<file path="src/mwm_pkg.sv">
// mwm_pkg: shared types, register codes and the sine table for the mecanum wheel mixer
// no dependencies; used by the stage modules and the top level

package mwm_pkg;

   // configuration register indexes
   typedef enum logic [2:0] {
      CSR_DRIVE_GAIN  = 3'd0,
      CSR_TURN_GAIN   = 3'd1,
      CSR_POWER_LIMIT = 3'd2,
      CSR_DIR_RIGHT   = 3'd3,
      CSR_DIR_FRONT   = 3'd4,
      CSR_DIR_LEFT    = 3'd5,
      CSR_DIR_BACK    = 3'd6,
      CSR_UNUSED      = 3'd7
   } csr_index_type;

   // rotation source codes
   typedef enum logic [1:0] {
      MODE_NONE  = 2'd0,
      MODE_FRONT = 2'd1,
      MODE_SIDE  = 2'd2,
      MODE_SPARE = 2'd3
   } mode_type;

   // reset values of the configuration registers
   localparam logic [6:0]        DRIVE_GAIN_RST  = 7'd48;
   localparam logic [6:0]        TURN_GAIN_RST   = 7'd25;
   localparam logic [6:0]        POWER_LIMIT_RST = 7'd100;
   localparam logic signed [8:0] DIR_RIGHT_RST   = 9'sd0;
   localparam logic signed [8:0] DIR_FRONT_RST   = 9'sd90;
   localparam logic signed [8:0] DIR_LEFT_RST    = 9'sd180;
   localparam logic signed [8:0] DIR_BACK_RST    = -9'sd90;

   // 1/45 as 23302 / 2^20, exact for quotients that stay below 128
   localparam logic [14:0] RECIP_45   = 15'd23302;
   localparam int          RECIP_SH   = 20;
   localparam logic [12:0] SAT_THRESH = 13'd5760;

   // configuration values handed to the stages
   typedef struct packed {
      logic [6:0]        drive_gain;
      logic [6:0]        turn_gain;
      logic [6:0]        power_limit;
      logic signed [8:0] dir_right;
      logic signed [8:0] dir_front;
      logic signed [8:0] dir_left;
      logic signed [8:0] dir_back;
   } cfg_type;

   // sin(k deg) in Q16, k = 0..90
   function automatic logic [16:0] sin_q16(input logic [6:0] k);
      logic [16:0] v;
      case (k)
         7'd0: v = 17'd0;         7'd1: v = 17'd1144;      7'd2: v = 17'd2287;
         7'd3: v = 17'd3430;      7'd4: v = 17'd4572;      7'd5: v = 17'd5712;
         7'd6: v = 17'd6850;      7'd7: v = 17'd7987;      7'd8: v = 17'd9121;
         7'd9: v = 17'd10252;     7'd10: v = 17'd11380;    7'd11: v = 17'd12505;
         7'd12: v = 17'd13626;    7'd13: v = 17'd14742;    7'd14: v = 17'd15855;
         7'd15: v = 17'd16962;    7'd16: v = 17'd18064;    7'd17: v = 17'd19161;
         7'd18: v = 17'd20252;    7'd19: v = 17'd21336;    7'd20: v = 17'd22415;
         7'd21: v = 17'd23486;    7'd22: v = 17'd24550;    7'd23: v = 17'd25607;
         7'd24: v = 17'd26656;    7'd25: v = 17'd27697;    7'd26: v = 17'd28729;
         7'd27: v = 17'd29753;    7'd28: v = 17'd30767;    7'd29: v = 17'd31772;
         7'd30: v = 17'd32768;    7'd31: v = 17'd33754;    7'd32: v = 17'd34729;
         7'd33: v = 17'd35693;    7'd34: v = 17'd36647;    7'd35: v = 17'd37590;
         7'd36: v = 17'd38521;    7'd37: v = 17'd39441;    7'd38: v = 17'd40348;
         7'd39: v = 17'd41243;    7'd40: v = 17'd42126;    7'd41: v = 17'd42995;
         7'd42: v = 17'd43852;    7'd43: v = 17'd44695;    7'd44: v = 17'd45525;
         7'd45: v = 17'd46341;    7'd46: v = 17'd47143;    7'd47: v = 17'd47930;
         7'd48: v = 17'd48703;    7'd49: v = 17'd49461;    7'd50: v = 17'd50203;
         7'd51: v = 17'd50931;    7'd52: v = 17'd51643;    7'd53: v = 17'd52339;
         7'd54: v = 17'd53020;    7'd55: v = 17'd53684;    7'd56: v = 17'd54332;
         7'd57: v = 17'd54963;    7'd58: v = 17'd55578;    7'd59: v = 17'd56175;
         7'd60: v = 17'd56756;    7'd61: v = 17'd57319;    7'd62: v = 17'd57865;
         7'd63: v = 17'd58393;    7'd64: v = 17'd58903;    7'd65: v = 17'd59396;
         7'd66: v = 17'd59870;    7'd67: v = 17'd60326;    7'd68: v = 17'd60764;
         7'd69: v = 17'd61183;    7'd70: v = 17'd61584;    7'd71: v = 17'd61966;
         7'd72: v = 17'd62328;    7'd73: v = 17'd62672;    7'd74: v = 17'd62997;
         7'd75: v = 17'd63303;    7'd76: v = 17'd63589;    7'd77: v = 17'd63856;
         7'd78: v = 17'd64104;    7'd79: v = 17'd64332;    7'd80: v = 17'd64540;
         7'd81: v = 17'd64729;    7'd82: v = 17'd64898;    7'd83: v = 17'd65048;
         7'd84: v = 17'd65177;    7'd85: v = 17'd65287;    7'd86: v = 17'd65376;
         7'd87: v = 17'd65446;    7'd88: v = 17'd65496;    7'd89: v = 17'd65526;
         7'd90: v = 17'd65536;
         default: v = 17'd0;
      endcase
      return v;
   endfunction

endpackage

</file>
<file path="src/mwm_req_if.sv">
// mwm_req_if: command channel of the mecanum wheel mixer
// no dependencies

interface mwm_req_if;
   logic              valid;
   logic              ready;
   logic signed [8:0] heading_deg;
   logic [8:0]        magnitude;
   logic [1:0]        mode;
   logic              follow_line;
   logic signed [7:0] line_vert_a;
   logic signed [7:0] line_horiz_a;
   logic signed [7:0] line_vert_b;
   logic signed [7:0] line_horiz_b;
   logic signed [15:0] front_angle;
   logic signed [15:0] side_angle;

   modport source (output valid, heading_deg, magnitude, mode, follow_line, line_vert_a,
                   line_horiz_a, line_vert_b, line_horiz_b, front_angle, side_angle,
                   input ready);
   modport sink (input valid, heading_deg, magnitude, mode, follow_line, line_vert_a,
                 line_horiz_a, line_vert_b, line_horiz_b, front_angle, side_angle,
                 output ready);
endinterface

</file>
<file path="src/mwm_rsp_if.sv">
// mwm_rsp_if: wheel power result channel of the mecanum wheel mixer
// no dependencies

interface mwm_rsp_if;
   logic              valid;
   logic              ready;
   logic signed [7:0] wheel_one;
   logic signed [7:0] wheel_two;
   logic signed [7:0] wheel_three;
   logic signed [7:0] wheel_four;
   logic              clamped;

   modport source (output valid, wheel_one, wheel_two, wheel_three, wheel_four, clamped,
                   input ready);
   modport sink (input valid, wheel_one, wheel_two, wheel_three, wheel_four, clamped,
                 output ready);
endinterface

</file>
<file path="src/mwm_csr_if.sv">
// mwm_csr_if: configuration write channel of the mecanum wheel mixer
// no dependencies

interface mwm_csr_if;
   logic        valid;
   logic        ready;
   logic [2:0]  index;
   logic [8:0]  data;

   modport source (output valid, index, data, input ready);
   modport sink (input valid, index, data, output ready);
endinterface

</file>
<file path="src/mwm_steer.sv">
// mwm_steer: first stage, line-sensor heading correction, speed and turn products
// depends on mwm_pkg

module mwm_steer
   import mwm_pkg::*;
(
   input  logic               clock,
   input  logic               reset,
   input  logic               en,
   input  logic               in_valid,
   input  cfg_type            cfg,
   input  logic signed [8:0]  heading_deg,
   input  logic [8:0]         magnitude,
   input  logic [1:0]         mode,
   input  logic               follow_line,
   input  logic signed [7:0]  line_vert_a,
   input  logic signed [7:0]  line_horiz_a,
   input  logic signed [7:0]  line_vert_b,
   input  logic signed [7:0]  line_horiz_b,
   input  logic signed [15:0] front_angle,
   input  logic signed [15:0] side_angle,
   output logic               valid_ff,
   output logic signed [10:0] deg_ff,
   output logic [15:0]        md_ff,
   output logic signed [23:0] ta_ff
);

   logic signed [8:0]  hsum, vsum, hq, vq;
   logic signed [10:0] hg, vg, deg_in;
   logic signed [15:0] angle;
   logic signed [23:0] ta_in;
   logic [15:0]        md_in;

   // sensor pair sums, divided by eight toward zero, times five
   always_comb begin
      hsum = 9'(line_horiz_a) + 9'(line_horiz_b);
      vsum = 9'(line_vert_a) + 9'(line_vert_b);
      hq   = (hsum + (hsum[8] ? 9'sd7 : 9'sd0)) >>> 3;
      vq   = (vsum + (vsum[8] ? 9'sd7 : 9'sd0)) >>> 3;
      hg   = (11'(hq) <<< 2) + 11'(hq);
      vg   = (11'(vq) <<< 2) + 11'(vq);
   end

   // heading nudge, first matching direction code wins
   always_comb begin
      deg_in = 11'(heading_deg);
      if (follow_line) begin
         if (heading_deg == cfg.dir_right)      deg_in = 11'(heading_deg) + hg;
         else if (heading_deg == cfg.dir_front) deg_in = 11'(heading_deg) - vg;
         else if (heading_deg == cfg.dir_left)  deg_in = 11'(heading_deg) - hg;
         else if (heading_deg == cfg.dir_back)  deg_in = 11'(heading_deg) + vg;
      end
   end

   // rotation source and products
   always_comb begin
      case (mode_type'(mode))
         MODE_FRONT: angle = front_angle;
         MODE_SIDE:  angle = side_angle;
         default:    angle = 16'sd0;
      endcase
      ta_in = angle * $signed({1'b0, cfg.turn_gain});
      md_in = magnitude * cfg.drive_gain;
   end

   always_ff @(posedge clock) begin
      if (reset) begin
         valid_ff <= 1'b0;
      end else if (en) begin
         valid_ff <= in_valid;
      end
   end

   always_ff @(posedge clock) begin
      if (en) begin
         deg_ff <= deg_in;
         md_ff  <= md_in;
         ta_ff  <= ta_in;
      end
   end

endmodule

</file>
<file path="src/mwm_trig.sv">
// mwm_trig: heading reduction, sine and cosine lookup, then the translation products
// depends on mwm_pkg (sine table)

module mwm_trig
   import mwm_pkg::*;
#(
   parameter int TRIG_FRAC_BITS = 14
) (
   input  logic                              clock,
   input  logic                              reset,
   input  logic                              en,
   input  logic                              in_valid,
   input  logic signed [10:0]                deg,
   input  logic [15:0]                       md,
   input  logic signed [23:0]                ta,
   output logic                              valid_ff,
   output logic signed [TRIG_FRAC_BITS+18:0] x_ff,
   output logic signed [TRIG_FRAC_BITS+18:0] y_ff,
   output logic signed [23:0]                ta_ff
);

   localparam int          TW   = TRIG_FRAC_BITS + 2;
   localparam int          SH   = 16 - TRIG_FRAC_BITS;
   localparam logic [17:0] HALF = 18'((1 << SH) >> 1);

   logic signed [10:0]  r_wide;
   logic [8:0]          r_sin, r_cos;
   logic [9:0]          r_shift;
   logic signed [TW-1:0] sin_in, cos_in;
   logic                valid2_ff;
   logic signed [TW-1:0] sin_ff, cos_ff;
   logic [15:0]         md2_ff;
   logic signed [23:0]  ta2_ff;

   // sine of r degrees (0..359) at the working fraction width
   function automatic logic signed [TW-1:0] sin_deg(input logic [8:0] r);
      logic [6:0]  k;
      logic        neg;
      logic [17:0] t;
      if (r <= 9'd90) begin
         k = 7'(r); neg = 1'b0;
      end else if (r <= 9'd180) begin
         k = 7'(9'd180 - r); neg = 1'b0;
      end else if (r <= 9'd270) begin
         k = 7'(r - 9'd180); neg = 1'b1;
      end else begin
         k = 7'(9'd360 - r); neg = 1'b1;
      end
      t = (18'(sin_q16(k)) + HALF) >> SH;
      return neg ? -$signed(TW'(t)) : $signed(TW'(t));
   endfunction

   // reduce the heading modulo 360
   always_comb begin
      if (deg < -11'sd360)     r_wide = deg + 11'sd720;
      else if (deg < 11'sd0)   r_wide = deg + 11'sd360;
      else if (deg >= 11'sd360) r_wide = deg - 11'sd360;
      else                     r_wide = deg;
      r_sin   = 9'(r_wide);
      r_shift = 10'(r_sin) + 10'd90;
      r_cos   = (r_shift >= 10'd360) ? 9'(r_shift - 10'd360) : 9'(r_shift);
      sin_in  = sin_deg(r_sin);
      cos_in  = sin_deg(r_cos);
   end

   always_ff @(posedge clock) begin
      if (reset) begin
         valid2_ff <= 1'b0;
         valid_ff  <= 1'b0;
      end else if (en) begin
         valid2_ff <= in_valid;
         valid_ff  <= valid2_ff;
      end
   end

   // trig stage, then product stage
   always_ff @(posedge clock) begin
      if (en) begin
         sin_ff <= sin_in;
         cos_ff <= cos_in;
         md2_ff <= md;
         ta2_ff <= ta;
         x_ff   <= cos_ff * $signed({1'b0, md2_ff});
         y_ff   <= sin_ff * $signed({1'b0, md2_ff});
         ta_ff  <= ta2_ff;
      end
   end

endmodule

</file>
<file path="src/mwm_mix.sv">
// mwm_mix: wheel sums over a common denominator, truncation and saturation, output register
// depends on mwm_pkg (reciprocal constants, config struct)

module mwm_mix
   import mwm_pkg::*;
#(
   parameter int TRIG_FRAC_BITS = 14
) (
   input  logic                              clock,
   input  logic                              reset,
   input  logic                              en,
   input  logic                              in_valid,
   input  cfg_type                           cfg,
   input  logic signed [TRIG_FRAC_BITS+18:0] x,
   input  logic signed [TRIG_FRAC_BITS+18:0] y,
   input  logic signed [23:0]                ta,
   output logic                              valid_ff,
   output logic signed [7:0]                 wheel_ff [4],
   output logic                              clamped_ff
);

   localparam int XW = TRIG_FRAC_BITS + 19;
   localparam int PW = TRIG_FRAC_BITS + 27;
   localparam int KS = TRIG_FRAC_BITS + 8;
   localparam int MW = PW - KS;

   logic signed [XW:0]   t_sum [4];
   logic signed [PW-1:0] t45 [4];
   logic signed [PW-1:0] ta_sh;
   logic signed [PW-1:0] p_in [4];
   logic signed [PW-1:0] p_ff [4];
   logic                 valid4_ff;
   logic [PW-1:0]        ap [4];
   logic [MW-1:0]        m [4];
   logic [27:0]          prod [4];
   logic [6:0]           q [4];
   logic                 over [4];
   logic [6:0]           mag_w [4];
   logic signed [7:0]    wheel_in [4];
   logic                 clamped_in;

   // numerator of each wheel: 45 * (+-x + y) +- turn * 2^(F-1)
   always_comb begin
      t_sum[0] = (XW+1)'(x) + (XW+1)'(y);
      t_sum[1] = (XW+1)'(y) - (XW+1)'(x);
      t_sum[2] = (XW+1)'(y) - (XW+1)'(x);
      t_sum[3] = (XW+1)'(x) + (XW+1)'(y);
      ta_sh    = PW'(ta) <<< (TRIG_FRAC_BITS - 1);
      for (int i = 0; i < 4; i++) begin
         t45[i] = (PW'(t_sum[i]) <<< 5) + (PW'(t_sum[i]) <<< 3) + (PW'(t_sum[i]) <<< 2)
                  + PW'(t_sum[i]);
      end
      p_in[0] = t45[0] - ta_sh;
      p_in[1] = t45[1] + ta_sh;
      p_in[2] = t45[2] - ta_sh;
      p_in[3] = t45[3] + ta_sh;
   end

   // truncate toward zero by 45 * 2^(F+8), then saturate to the limit
   always_comb begin
      clamped_in = 1'b0;
      for (int i = 0; i < 4; i++) begin
         ap[i]    = p_ff[i][PW-1] ? PW'(-p_ff[i]) : PW'(p_ff[i]);
         m[i]     = MW'(ap[i] >> KS);
         prod[i]  = m[i][12:0] * RECIP_45;
         q[i]     = 7'(prod[i] >> RECIP_SH);
         over[i]  = (m[i] >= MW'(SAT_THRESH)) || (q[i] > cfg.power_limit);
         mag_w[i] = over[i] ? cfg.power_limit : q[i];
         wheel_in[i] = p_ff[i][PW-1] ? -$signed({1'b0, mag_w[i]}) : $signed({1'b0, mag_w[i]});
         clamped_in = clamped_in | over[i];
      end
   end

   always_ff @(posedge clock) begin
      if (reset) begin
         valid4_ff <= 1'b0;
         valid_ff  <= 1'b0;
      end else if (en) begin
         valid4_ff <= in_valid;
         valid_ff  <= valid4_ff;
      end
   end

   always_ff @(posedge clock) begin
      if (en) begin
         p_ff       <= p_in;
         wheel_ff   <= wheel_in;
         clamped_ff <= clamped_in;
      end
   end

endmodule

</file>
<file path="src/mecanum_wheel_mixer.sv">
// mecanum_wheel_mixer: inverse kinematics for a four-wheel mecanum base
// pipeline stages, in order from command transfer to result valid: steer, trig, product, sum, saturate
// throughput: one command per cycle; the whole pipeline holds while a result waits unaccepted
// reset: synchronous, clears all stage valid bits and loads the register reset values
// depends on mwm_pkg, mwm_req_if, mwm_rsp_if, mwm_csr_if, mwm_steer, mwm_trig, mwm_mix

module mecanum_wheel_mixer
   import mwm_pkg::*;
#(
   parameter int TRIG_FRAC_BITS = 14
) (
   input logic       clock,
   input logic       reset,
   mwm_req_if.sink   req_ch,
   mwm_rsp_if.source rsp_ch,
   mwm_csr_if.sink   csr_ch
);

   cfg_type cfg_ff;
   logic    en;
   logic    s1_valid, s3_valid, out_valid;
   logic signed [10:0] s1_deg;
   logic [15:0]        s1_md;
   logic signed [23:0] s1_ta, s3_ta;
   logic signed [TRIG_FRAC_BITS+18:0] s3_x, s3_y;
   logic signed [7:0]  wheel [4];
   logic               clamped;

   // configuration writes, always taken
   assign csr_ch.ready = 1'b1;

   always_ff @(posedge clock) begin
      if (reset) begin
         cfg_ff.drive_gain  <= DRIVE_GAIN_RST;
         cfg_ff.turn_gain   <= TURN_GAIN_RST;
         cfg_ff.power_limit <= POWER_LIMIT_RST;
         cfg_ff.dir_right   <= DIR_RIGHT_RST;
         cfg_ff.dir_front   <= DIR_FRONT_RST;
         cfg_ff.dir_left    <= DIR_LEFT_RST;
         cfg_ff.dir_back    <= DIR_BACK_RST;
      end else if (csr_ch.valid) begin
         case (csr_index_type'(csr_ch.index))
            CSR_DRIVE_GAIN:  cfg_ff.drive_gain  <= csr_ch.data[6:0];
            CSR_TURN_GAIN:   cfg_ff.turn_gain   <= csr_ch.data[6:0];
            CSR_POWER_LIMIT: cfg_ff.power_limit <= csr_ch.data[6:0];
            CSR_DIR_RIGHT:   cfg_ff.dir_right   <= $signed(csr_ch.data);
            CSR_DIR_FRONT:   cfg_ff.dir_front   <= $signed(csr_ch.data);
            CSR_DIR_LEFT:    cfg_ff.dir_left    <= $signed(csr_ch.data);
            CSR_DIR_BACK:    cfg_ff.dir_back    <= $signed(csr_ch.data);
            default: ;
         endcase
      end
   end

   // pipeline advances unless a result is held at the output
   assign en           = !out_valid || rsp_ch.ready;
   assign req_ch.ready = en;

   mwm_steer u_steer (
      .clock        (clock),
      .reset        (reset),
      .en           (en),
      .in_valid     (req_ch.valid),
      .cfg          (cfg_ff),
      .heading_deg  (req_ch.heading_deg),
      .magnitude    (req_ch.magnitude),
      .mode         (req_ch.mode),
      .follow_line  (req_ch.follow_line),
      .line_vert_a  (req_ch.line_vert_a),
      .line_horiz_a (req_ch.line_horiz_a),
      .line_vert_b  (req_ch.line_vert_b),
      .line_horiz_b (req_ch.line_horiz_b),
      .front_angle  (req_ch.front_angle),
      .side_angle   (req_ch.side_angle),
      .valid_ff     (s1_valid),
      .deg_ff       (s1_deg),
      .md_ff        (s1_md),
      .ta_ff        (s1_ta)
   );

   mwm_trig #(.TRIG_FRAC_BITS(TRIG_FRAC_BITS)) u_trig (
      .clock    (clock),
      .reset    (reset),
      .en       (en),
      .in_valid (s1_valid),
      .deg      (s1_deg),
      .md       (s1_md),
      .ta       (s1_ta),
      .valid_ff (s3_valid),
      .x_ff     (s3_x),
      .y_ff     (s3_y),
      .ta_ff    (s3_ta)
   );

   mwm_mix #(.TRIG_FRAC_BITS(TRIG_FRAC_BITS)) u_mix (
      .clock      (clock),
      .reset      (reset),
      .en         (en),
      .in_valid   (s3_valid),
      .cfg        (cfg_ff),
      .x          (s3_x),
      .y          (s3_y),
      .ta         (s3_ta),
      .valid_ff   (out_valid),
      .wheel_ff   (wheel),
      .clamped_ff (clamped)
   );

   // result transfer
   assign rsp_ch.valid       = out_valid;
   assign rsp_ch.wheel_one   = wheel[0];
   assign rsp_ch.wheel_two   = wheel[1];
   assign rsp_ch.wheel_three = wheel[2];
   assign rsp_ch.wheel_four  = wheel[3];
   assign rsp_ch.clamped     = clamped;

endmodule

</file>
<file path="src/flat_wrapper.sv">
// flat-port wrapper written by rule: the top's interface ports become plain ports
module mecanum_wheel_mixer_flat import mwm_pkg::*;
#(
   parameter int TRIG_FRAC_BITS = 14
)
  (clock, reset, req_ch_valid, req_ch_heading_deg, req_ch_magnitude, req_ch_mode, req_ch_follow_line, req_ch_line_vert_a, req_ch_line_horiz_a, req_ch_line_vert_b, req_ch_line_horiz_b, req_ch_front_angle, req_ch_side_angle, req_ch_ready, rsp_ch_valid, rsp_ch_wheel_one, rsp_ch_wheel_two, rsp_ch_wheel_three, rsp_ch_wheel_four, rsp_ch_clamped, rsp_ch_ready, csr_ch_valid, csr_ch_index, csr_ch_data, csr_ch_ready);
  mwm_req_if req_ch_i ();
  mwm_rsp_if rsp_ch_i ();
  mwm_csr_if csr_ch_i ();
  input logic clock;
  input logic reset;
  input wire logic [$bits(req_ch_i.valid)-1:0] req_ch_valid;
  input wire logic [$bits(req_ch_i.heading_deg)-1:0] req_ch_heading_deg;
  input wire logic [$bits(req_ch_i.magnitude)-1:0] req_ch_magnitude;
  input wire logic [$bits(req_ch_i.mode)-1:0] req_ch_mode;
  input wire logic [$bits(req_ch_i.follow_line)-1:0] req_ch_follow_line;
  input wire logic [$bits(req_ch_i.line_vert_a)-1:0] req_ch_line_vert_a;
  input wire logic [$bits(req_ch_i.line_horiz_a)-1:0] req_ch_line_horiz_a;
  input wire logic [$bits(req_ch_i.line_vert_b)-1:0] req_ch_line_vert_b;
  input wire logic [$bits(req_ch_i.line_horiz_b)-1:0] req_ch_line_horiz_b;
  input wire logic [$bits(req_ch_i.front_angle)-1:0] req_ch_front_angle;
  input wire logic [$bits(req_ch_i.side_angle)-1:0] req_ch_side_angle;
  output wire logic [$bits(req_ch_i.ready)-1:0] req_ch_ready;
  output wire logic [$bits(rsp_ch_i.valid)-1:0] rsp_ch_valid;
  output wire logic [$bits(rsp_ch_i.wheel_one)-1:0] rsp_ch_wheel_one;
  output wire logic [$bits(rsp_ch_i.wheel_two)-1:0] rsp_ch_wheel_two;
  output wire logic [$bits(rsp_ch_i.wheel_three)-1:0] rsp_ch_wheel_three;
  output wire logic [$bits(rsp_ch_i.wheel_four)-1:0] rsp_ch_wheel_four;
  output wire logic [$bits(rsp_ch_i.clamped)-1:0] rsp_ch_clamped;
  input wire logic [$bits(rsp_ch_i.ready)-1:0] rsp_ch_ready;
  input wire logic [$bits(csr_ch_i.valid)-1:0] csr_ch_valid;
  input wire logic [$bits(csr_ch_i.index)-1:0] csr_ch_index;
  input wire logic [$bits(csr_ch_i.data)-1:0] csr_ch_data;
  output wire logic [$bits(csr_ch_i.ready)-1:0] csr_ch_ready;
  assign req_ch_i.valid = req_ch_valid;
  assign req_ch_i.heading_deg = req_ch_heading_deg;
  assign req_ch_i.magnitude = req_ch_magnitude;
  assign req_ch_i.mode = req_ch_mode;
  assign req_ch_i.follow_line = req_ch_follow_line;
  assign req_ch_i.line_vert_a = req_ch_line_vert_a;
  assign req_ch_i.line_horiz_a = req_ch_line_horiz_a;
  assign req_ch_i.line_vert_b = req_ch_line_vert_b;
  assign req_ch_i.line_horiz_b = req_ch_line_horiz_b;
  assign req_ch_i.front_angle = req_ch_front_angle;
  assign req_ch_i.side_angle = req_ch_side_angle;
  assign req_ch_ready = req_ch_i.ready;
  assign rsp_ch_valid = rsp_ch_i.valid;
  assign rsp_ch_wheel_one = rsp_ch_i.wheel_one;
  assign rsp_ch_wheel_two = rsp_ch_i.wheel_two;
  assign rsp_ch_wheel_three = rsp_ch_i.wheel_three;
  assign rsp_ch_wheel_four = rsp_ch_i.wheel_four;
  assign rsp_ch_clamped = rsp_ch_i.clamped;
  assign rsp_ch_i.ready = rsp_ch_ready;
  assign csr_ch_i.valid = csr_ch_valid;
  assign csr_ch_i.index = csr_ch_index;
  assign csr_ch_i.data = csr_ch_data;
  assign csr_ch_ready = csr_ch_i.ready;
  mecanum_wheel_mixer #(.TRIG_FRAC_BITS(TRIG_FRAC_BITS)) u_core (.clock(clock), .reset(reset), .req_ch(req_ch_i), .rsp_ch(rsp_ch_i), .csr_ch(csr_ch_i));
endmodule
</file>
<file path="config.mk">
export PLATFORM = sky130hd
export DESIGN_NAME = mecanum_wheel_mixer_flat
export DESIGN_NICKNAME = d
export VERILOG_FILES = /design/src/mwm_pkg.sv /design/src/mwm_req_if.sv /design/src/mwm_rsp_if.sv /design/src/mwm_csr_if.sv /design/src/mwm_steer.sv /design/src/mwm_trig.sv /design/src/mwm_mix.sv /design/src/mecanum_wheel_mixer.sv /design/src/flat_wrapper.sv
export SDC_FILE = /design/constraint.sdc
export NUM_CORES = 2
export LEC_CHECK = 0
export BUFFER_PORTS_ARGS = -buffer_cell sky130_fd_sc_hd__buf_2
export CAP_MARGIN = 25
export CORE_MARGIN = 2
export CORE_UTILIZATION = 40
export CTS_CLUSTER_DIAMETER = 50
export DETAILED_ROUTE_END_ITERATION = 10
export GPL_TIMING_DRIVEN = 0
export PLACE_DENSITY = 0.65
export SYNTH_ARGS = -nofsm -noshare
export SYNTH_HDL_FRONTEND = slang
export SYNTH_MEMORY_MAX_BITS = 65536
export SYNTH_SLANG_ARGS = --single-unit
export TNS_END_PERCENT = 5
</file>
<file path="constraint.sdc">
create_clock -name clock -period 12.6 [get_ports clock]
set_clock_uncertainty 0.2 [all_clocks]
set_input_delay 0.63 -clock clock [delete_from_list [all_inputs] [get_ports clock]]
set_output_delay 0.63 -clock clock [all_outputs]
set_load 0.005 [all_outputs]
</file>
# Word-level counts from Yosys, hierarchy flattened
# Memories as Yosys holds them, arrays and structs flattened.
# Cells that the tools add are included.
dict set report op_classes {
  n_addsub 45
  mul 8
  magnitude_cmp 18
  n_eq_ne 12
  mux 36
  bitwise 3
  reduce_logical 14
}
# cell n
set op_table {}
lappend op_table {{2-to-1 mux 41 bit} 4}
lappend op_table {{negator 41 bit} 4}
lappend op_table {{multiplier 13 x 14 -> 26 bit (second input constant)} 4}
lappend op_table {{2-to-1 mux 7 bit} 14}
lappend op_table {{adder 40 x 36 -> 41 bit} 2}
lappend op_table {{adder 41 x 34 -> 41 bit} 2}
lappend op_table {{adder 41 x 37 -> 41 bit} 2}
lappend op_table {{subtractor 41 x 37 -> 41 bit} 2}
lappend op_table {{adder 39 x 37 -> 40 bit} 2}
lappend op_table {{>= comparator 19 x 13 -> 1 bit (second input constant)} 4}
lappend op_table {{multiplier 16 x 17 -> 33 bit} 2}
lappend op_table {{2-to-1 mux 11 bit} 5}
lappend op_table {{adder 17 x 2 -> 18 bit (second input constant)} 2}
lappend op_table {{equality test 9 bit} 4}
lappend op_table {{2-to-1 mux 9 bit} 4}
lappend op_table {{adder 33 x 33 -> 34 bit} 1}
lappend op_table {{subtractor 33 x 33 -> 34 bit} 1}
lappend op_table {{2-to-1 mux 16 bit} 2}
lappend op_table {{negator 16 bit} 2}
lappend op_table {{negator 7 -> 8 bit} 4}
lappend op_table {{case mux 16 bit (2 select lines)} 1}
lappend op_table {{greater-than comparator 7 bit} 4}
lappend op_table {{multiplier 16 x 8 -> 24 bit} 1}
lappend op_table {{adder 9 x 9 -> 10 bit} 2}
lappend op_table {{other kinds (30)} 61}
dict set report word_totals {
  reg_bits 472
  mem_bits_ro 4352
  inputBits 102
  out_inout_bits 36
  elab_cells 173
  n_memories 2
}
# name depth width read_ports rd_ports_with_merged_regs wr line
set mem_list {}
lappend mem_list {{(name not given)} 128 17 1 0 0 mwm_pkg.sv:54} ;# case (k)
lappend mem_list {{(name not given)} 128 17 1 0 0 mwm_pkg.sv:54}

# Longest topological paths before layout
# An unclocked memory read counts as a cell.
dict set report logic_depth {
  word_depth 15
  ltp_mapped 50
  depth_no_buf 50
}

# By module
# From an unflattened synthesis, not the netlist that was laid out.
dict set report hier_totals {
  hier_cells 8545
  hier_area_um2 77496.8
}
# mod instances cells_per_inst area_per_inst_um2 seq_area_each_um2
set by_module_without_submodules {}
lappend by_module_without_submodules {mwm_mix 1 3645 33404.5 5084.9}
lappend by_module_without_submodules {mwm_trig 1 3406 30394.2 4904.7}
lappend by_module_without_submodules {mwm_steer 1 1278 11407.2 1521.5}
lappend by_module_without_submodules {mecanum_wheel_mixer 1 216 2290.9 1141.1}

# Least setup slack after synthesis
# No wires, ideal clock.
dict set report synth_path {
  path_kind {flip-flop to flip-flop}
  from {reg u_core.u_mix.p_ff[0] (netlist name)}
  to {reg u_core.u_mix.wheel_ff[15] (netlist name), data pin}
  setup_time_ns 0.259
  arrival_ns 10.090
  required_time_ns 12.141
  slack_ns 2.051
  stages_incl_launch_ff 42
  path_buffers 0
  period_less_slack_ns 10.549
  path_cell_list {edfxtp_1 -> or4_1 -> nor4_1 -> nand3_1 -> nor3_1 -> nand2b_1 -> or4_1 -> or4_1 -> or4_1 -> nand2_1 -> xnor2_1 -> ha_1 -> ha_1 -> ha_1 -> fa_1 -> fa_1 -> ha_1 -> a21o_1 -> [6 not listed] -> a21oi_1 -> o21bai_1 -> a21oi_1 -> o21ai_0 -> a21oi_1 -> xnor2_1 -> inv_1 -> ha_1 -> a21oi_1 -> o21ai_0 -> o21ai_0 -> o311ai_0 -> a2111oi_2 -> mux2i_1 -> and3_1 -> and3_1 -> inv_1 -> o31a_1}
}
# item line
set synth_rtl {}
lappend synth_rtl {{end signal, assigned} mwm_mix.sv:87} ;# wheel_ff <= wheel_in;
lappend synth_rtl {{end, declared} mwm_mix.sv:18} ;# output logic signed [7:0] wheel_ff [4],

# Worst setup path in the final report
dict set report layout_path {
  from {reg u_core.u_steer.deg_ff[0]}
  to {reg u_core.u_trig.cos_ff[12], data pin}
}
dict set report layout_between {
  elab_chain_len 15
  elab_cells_between_ends 28
  cone_classes {add/sub: 10; order compare: 7; mux: 10; memory: 1}
}
# item line
set layout_rtl {}
lappend layout_rtl {{start, declared} mwm_steer.sv:23} ;# output logic signed [10:0] deg_ff,
lappend layout_rtl {{start signal, assigned} mwm_steer.sv:76} ;# deg_ff <= deg_in;
lappend layout_rtl {{subtractor 9 bit / >= comparator 11 x 10 -> 1 bit (equally long branches)} mwm_trig.sv:57} ;# else if (deg >= 11'sd360) r_wide = deg - 11'sd360;
lappend layout_rtl {{2-to-1 mux 9 bit} mwm_trig.sv:57}
lappend layout_rtl {{2-to-1 mux 9 bit} mwm_trig.sv:56} ;# else if (deg < 11'sd0) r_wide = deg + 11'sd360;
lappend layout_rtl {{2-to-1 mux 9 bit (*)} mwm_trig.sv:55} ;# if (deg < -11'sd360) r_wide = deg + 11'sd720;
lappend layout_rtl {{adder 9 x 7 -> 10 bit (*)} mwm_trig.sv:60} ;# r_shift = 10'(r_sin) + 10'd90;
lappend layout_rtl {{subtractor 9 bit / >= comparator 10 x 9 -> 1 bit (equally long branches)} mwm_trig.sv:61} ;# r_cos = (r_shift >= 10'd360) ? 9'(r_shift - 10'd360) : 9'(r_shift);
lappend layout_rtl {{2-to-1 mux 9 bit (*)} mwm_trig.sv:61}
lappend layout_rtl {{<= comparator 9 bit, or another cell as far along} mwm_trig.sv:44} ;# end else if (r <= 9'd270) begin
lappend layout_rtl {{2-to-1 mux 7 bit} mwm_trig.sv:44}
lappend layout_rtl {{2-to-1 mux 7 bit} mwm_trig.sv:42} ;# end else if (r <= 9'd180) begin
lappend layout_rtl {{2-to-1 mux 7 bit} mwm_trig.sv:40} ;# if (r <= 9'd90) begin
lappend layout_rtl {{memory (128 x 17 bit)} n/a}
lappend layout_rtl {{adder 17 x 2 -> 18 bit} mwm_trig.sv:49} ;# t = (18'(sin_q16(k)) + HALF) >> SH;
lappend layout_rtl {{negator 16 bit} mwm_trig.sv:50} ;# return neg ? -$signed(TW'(t)) : $signed(TW'(t));
lappend layout_rtl {{2-to-1 mux 16 bit (*)} mwm_trig.sv:50}
lappend layout_rtl {{named net u_core.u_trig.cos_in[12]} mwm_trig.sv:29} ;# logic signed [TW-1:0] sin_in, cos_in;
lappend layout_rtl {{end signal, assigned} mwm_trig.sv:80} ;# cos_ff <= cos_in;
lappend layout_rtl {{end, declared} mwm_trig.sv:31} ;# logic signed [TW-1:0] sin_ff, cos_ff;
# Mark *: on every way through the listed nets, which the timed path passes. The rest lies on a longest branch.
# A chain may end at the register's enable or synchronous reset.

==> flow_summary.ini <==
[place]
gp_congestion = 0.954
port_buffers = 134
hpwl_um = 168000
dp.cells = 10800

[setup_path]
cpMaxStageDelayCell = edfxtp_1
reg2regPathDepth = 40
endpoint = u_core.u_trig.cos_ff[12]$_DFFE_PP_
worstSetupStartpointType = flip-flop
critical_path_cell_count = 40
cp_max_fo = 14
critPathMaxStageDelay_ps = 670
path_class = reg -> reg
path_delay_family = buffers and inverters
timing.reg2reg.setup_slack_ps = 580
timing.rr.start = u_core.u_steer.deg_ff[0]$_DFFE_PP_
cp-startpoint = u_core.u_steer.deg_ff[0]$_DFFE_PP_
critical_path_buf_inv_count = 11
worst_setup_path_end_kind = flip-flop
r2r_end = u_core.u_trig.cos_ff[12]$_DFFE_PP_
crit_required_ps = 12780
crit_top_cell = ha_1
worstPathArrival_ps = 12200

[finish]
areaGrowthSynthToFinish_pct = 8.67
finalCoreUtilization_pct = 43.7
stdcell_count = 10900
seqCellArea_um2 = 12700
fin_nets = 10400
multiInputGateArea_um2 = 55300
final_layout_size_suffix_gt1_share_pct = 5.09
fillers = 18000

[detailed_routing]
drc = 0
routed_via_density = 5.32
dr.first_iter.drc_count = 4034
drt.antenna.violating_nets = 0
wl_um = 203000
via_count = 57900
dr.pass1.iters = 6
wl_per_cell_um = 18.6

[timing]
finalCritPeriodShare_pct = 95.4
final_max_slew_viol_count = 0
worstMarginPinSlew_ps = 1070
hold_viol = 0
slew_headroom_pct = 27.6
tns_ps = 0
rsz0062_at_grt = true
hold_slack_ps = 119
min_period_ps = 12020
max_freq_ghz = 0.0832
finalSetupViolations = 0

[die]
coreArea_um2 = 185000
rows = 158
start_util_pct = 40.2
die_y_um = 435
fp.dieW_um = 435
ioPinCount = 138
die_area_um2 = 189000

[grt]
top_usage_layer = met2
antenna_found_initial = 14
grt_pass1_vias = 58900
grt_overflow = 0
use_met3_pct = 2.81
gr-usage-all-layers_pct = 21.3
grt_max_degree = 134
use_met2_pct = 35.8
grt_pass1_wl_um = 323000
met1_usage_pct = 27.5

[clock_tree]
cts_tree = done
postCtsSetupRepairBufs = 0
cts.path.max_buffers = 3
cts.clk_slew.worst_paths_ps = 50
htree_levels = 3
clock_sinks = 442
cts-buffers-inserted = 68
cts_root_buffer = clkbuf_16
clk_latency_ps = 660

[synth]
netlist_area_um2 = 74300
synth_edf_count = 380
synth_top_area_cell = fa_1
netlist_instances = 8136
synth_area_leaders = fa_1 (22%), ha_1 (18%), edfxtp_1 (15%), inv_1 (7.0%), xnor2_1 (5.1%)
syn-num-nets = 10100
synth_top_cell_area_share_pct = 21.9
synth_async_sr_flop_share_pct = 0
yosysWarnings = 0
synth.avg_cell_area_um2 = 9.14
synth_flop_cell = edfxtp_1
ys_ff_latch = 442
ys_types = 123
seq_area_frac_synth_pct = 17.0

[min_path]
min_path_type = in -> reg
min_from = csr_ch_data[4]

[job]
maxCapViolations = 0

[status]
status = completed
how the worst min path moves through the flow:
stage / to / slack, ps / cells after the start
6_report: u_core.cfg_ff[31]$_SDFFE_PP0P_ / 120 / 3
5_1_grt: u_core.cfg_ff[15]$_SDFFE_PP0P_ / 110 / 3
4_1_cts: u_core.cfg_ff[28]$_SDFFE_PP0P_ / 50 / 3
3_5_place_dp: u_core.u_trig.md2_ff[12]$_DFFE_PP_ / 200 / 0
3_3_place_gp: u_core.u_trig.ta2_ff[9]$_DFFE_PP_ / 200 / 0
2_1_floorplan: u_core.u_trig.md2_ff[0]$_DFFE_PP_ / 200 / 0
per-layer routing:
layer  vias up  wire length [µm]
li1      27500                 -
met1     28300             86400
met2      1710             95600
met3       397             11600
met4         0              8950
met5         -                 0
worst register-to-register path: cells and delay by family, from the launching register on:
| kind | cells | cell delay, ps |
|---|---|---|
| compound gates | 14 | 3370 |
| xor+xnor | 2 | 540 |
| fa+ha+maj | 4 | 960 |
| buf+inv | 11 | 3540 |
| flops | 1 | 670 |
| mux | 2 | 700 |
| simple gates | 7 | 1770 |
cell type report:
type	instances	share of cell area (%)
Multi-Input combinational cell	6026	68.5
Sequential cell	442	15.7
Inverter	1386	6.45
Tap cell	2480	3.84
Clock buffer	83	2.32
Buffer	282	1.46
Timing Repair Buffer	154	1.10
Clock inverter	39	0.627
Antenna cell	7	0.0217
repair_timing:
| item | in CTS | in global routing |
|---|---|---|
| setup endpoints to repair | 0 | 29 |
| gates resized for setup | 0 | 10 |
| hold endpoints to repair | 5 | 0 |
| hold buffers | 3 | 0 |
placed cells by master (no fill, tap or decap), types with 92 or more instances in the layout:
| cell | instances |
|---|---|
| nor3_1 | 110 |
| xnor2_1 | 436 |
| nor2_1 | 429 |
| and2_1 | 318 |
| clkbuf_1 | 224 |
| inv_1 | 1380 |
| fa_1 | 812 |
| ha_1 | 1078 |
| nand2_1 | 648 |
| a21o_1 | 92 |
| o21bai_1 | 119 |
| nand3_1 | 124 |
| a21oi_1 | 431 |
| edfxtp_1 | 380 |
| o21ai_0 | 242 |
| xor2_1 | 143 |
| buf_2 | 175 |
cells in the mapped netlist (23+ instances only):
master    count
a211o_1      29
a211oi_1     48
a21boi_0     31
a21o_1       92
a21oi_1     431
a22oi_1      23
a31oi_1      41
and2_1      318
and3_1       43
buf_2        36
clkbuf_1    217
dfxtp_1      62
edfxtp_1    380
fa_1        812
ha_1       1078
inv_1      1381
mux2i_1      64
nand2_1     648
nand2b_1     80
nand3_1     124
nand4_1      29
nor2_1      429
nor2b_1      66
nor3_1      110
nor4_1       41
o211ai_1     53
o21a_1       32
o21ai_0     242
o21bai_1    119
o31ai_1      37
or3_1        32
xnor2_1     436
xor2_1      144
cells by family after synthesis:
logic type / after synthesis / share of synthesized area, %
xor+xnor: 583 / 6.91
simple gates: 2025 / 13.3
compound gates: 1447 / 13.0
flops: 442 / 17.0
fa+ha+maj: 1890 / 40.0
other cells: 1 / 0.00504
buf+inv: 1668 / 8.58
mux: 80 / 1.15
through the flow:
step	area, µm²	setup WS, ps
5_1_grt	80800	-53.4
4_1_cts	80700	253
3_3_place_gp	78100	-1060
2_1_floorplan	74300	2050
3_5_place_dp	78300	331
6_report	80800	579
sequential cells by signal, indices dropped and copies added, names as in the netlist, 24 cells and up:
name	cells
u_core.u_mix.p_ff	135
u_core.cfg_ff	57
u_core.u_trig.x_ff	33
u_core.u_trig.y_ff	33
u_core.u_mix.wheel_ff	32
u_core.u_steer.ta_ff	24
u_core.u_trig.ta2_ff	24
u_core.u_trig.ta_ff	24
Power is not shown: default switching activity piles up to over one toggle a cycle in this logic, so the estimate is an artifact.
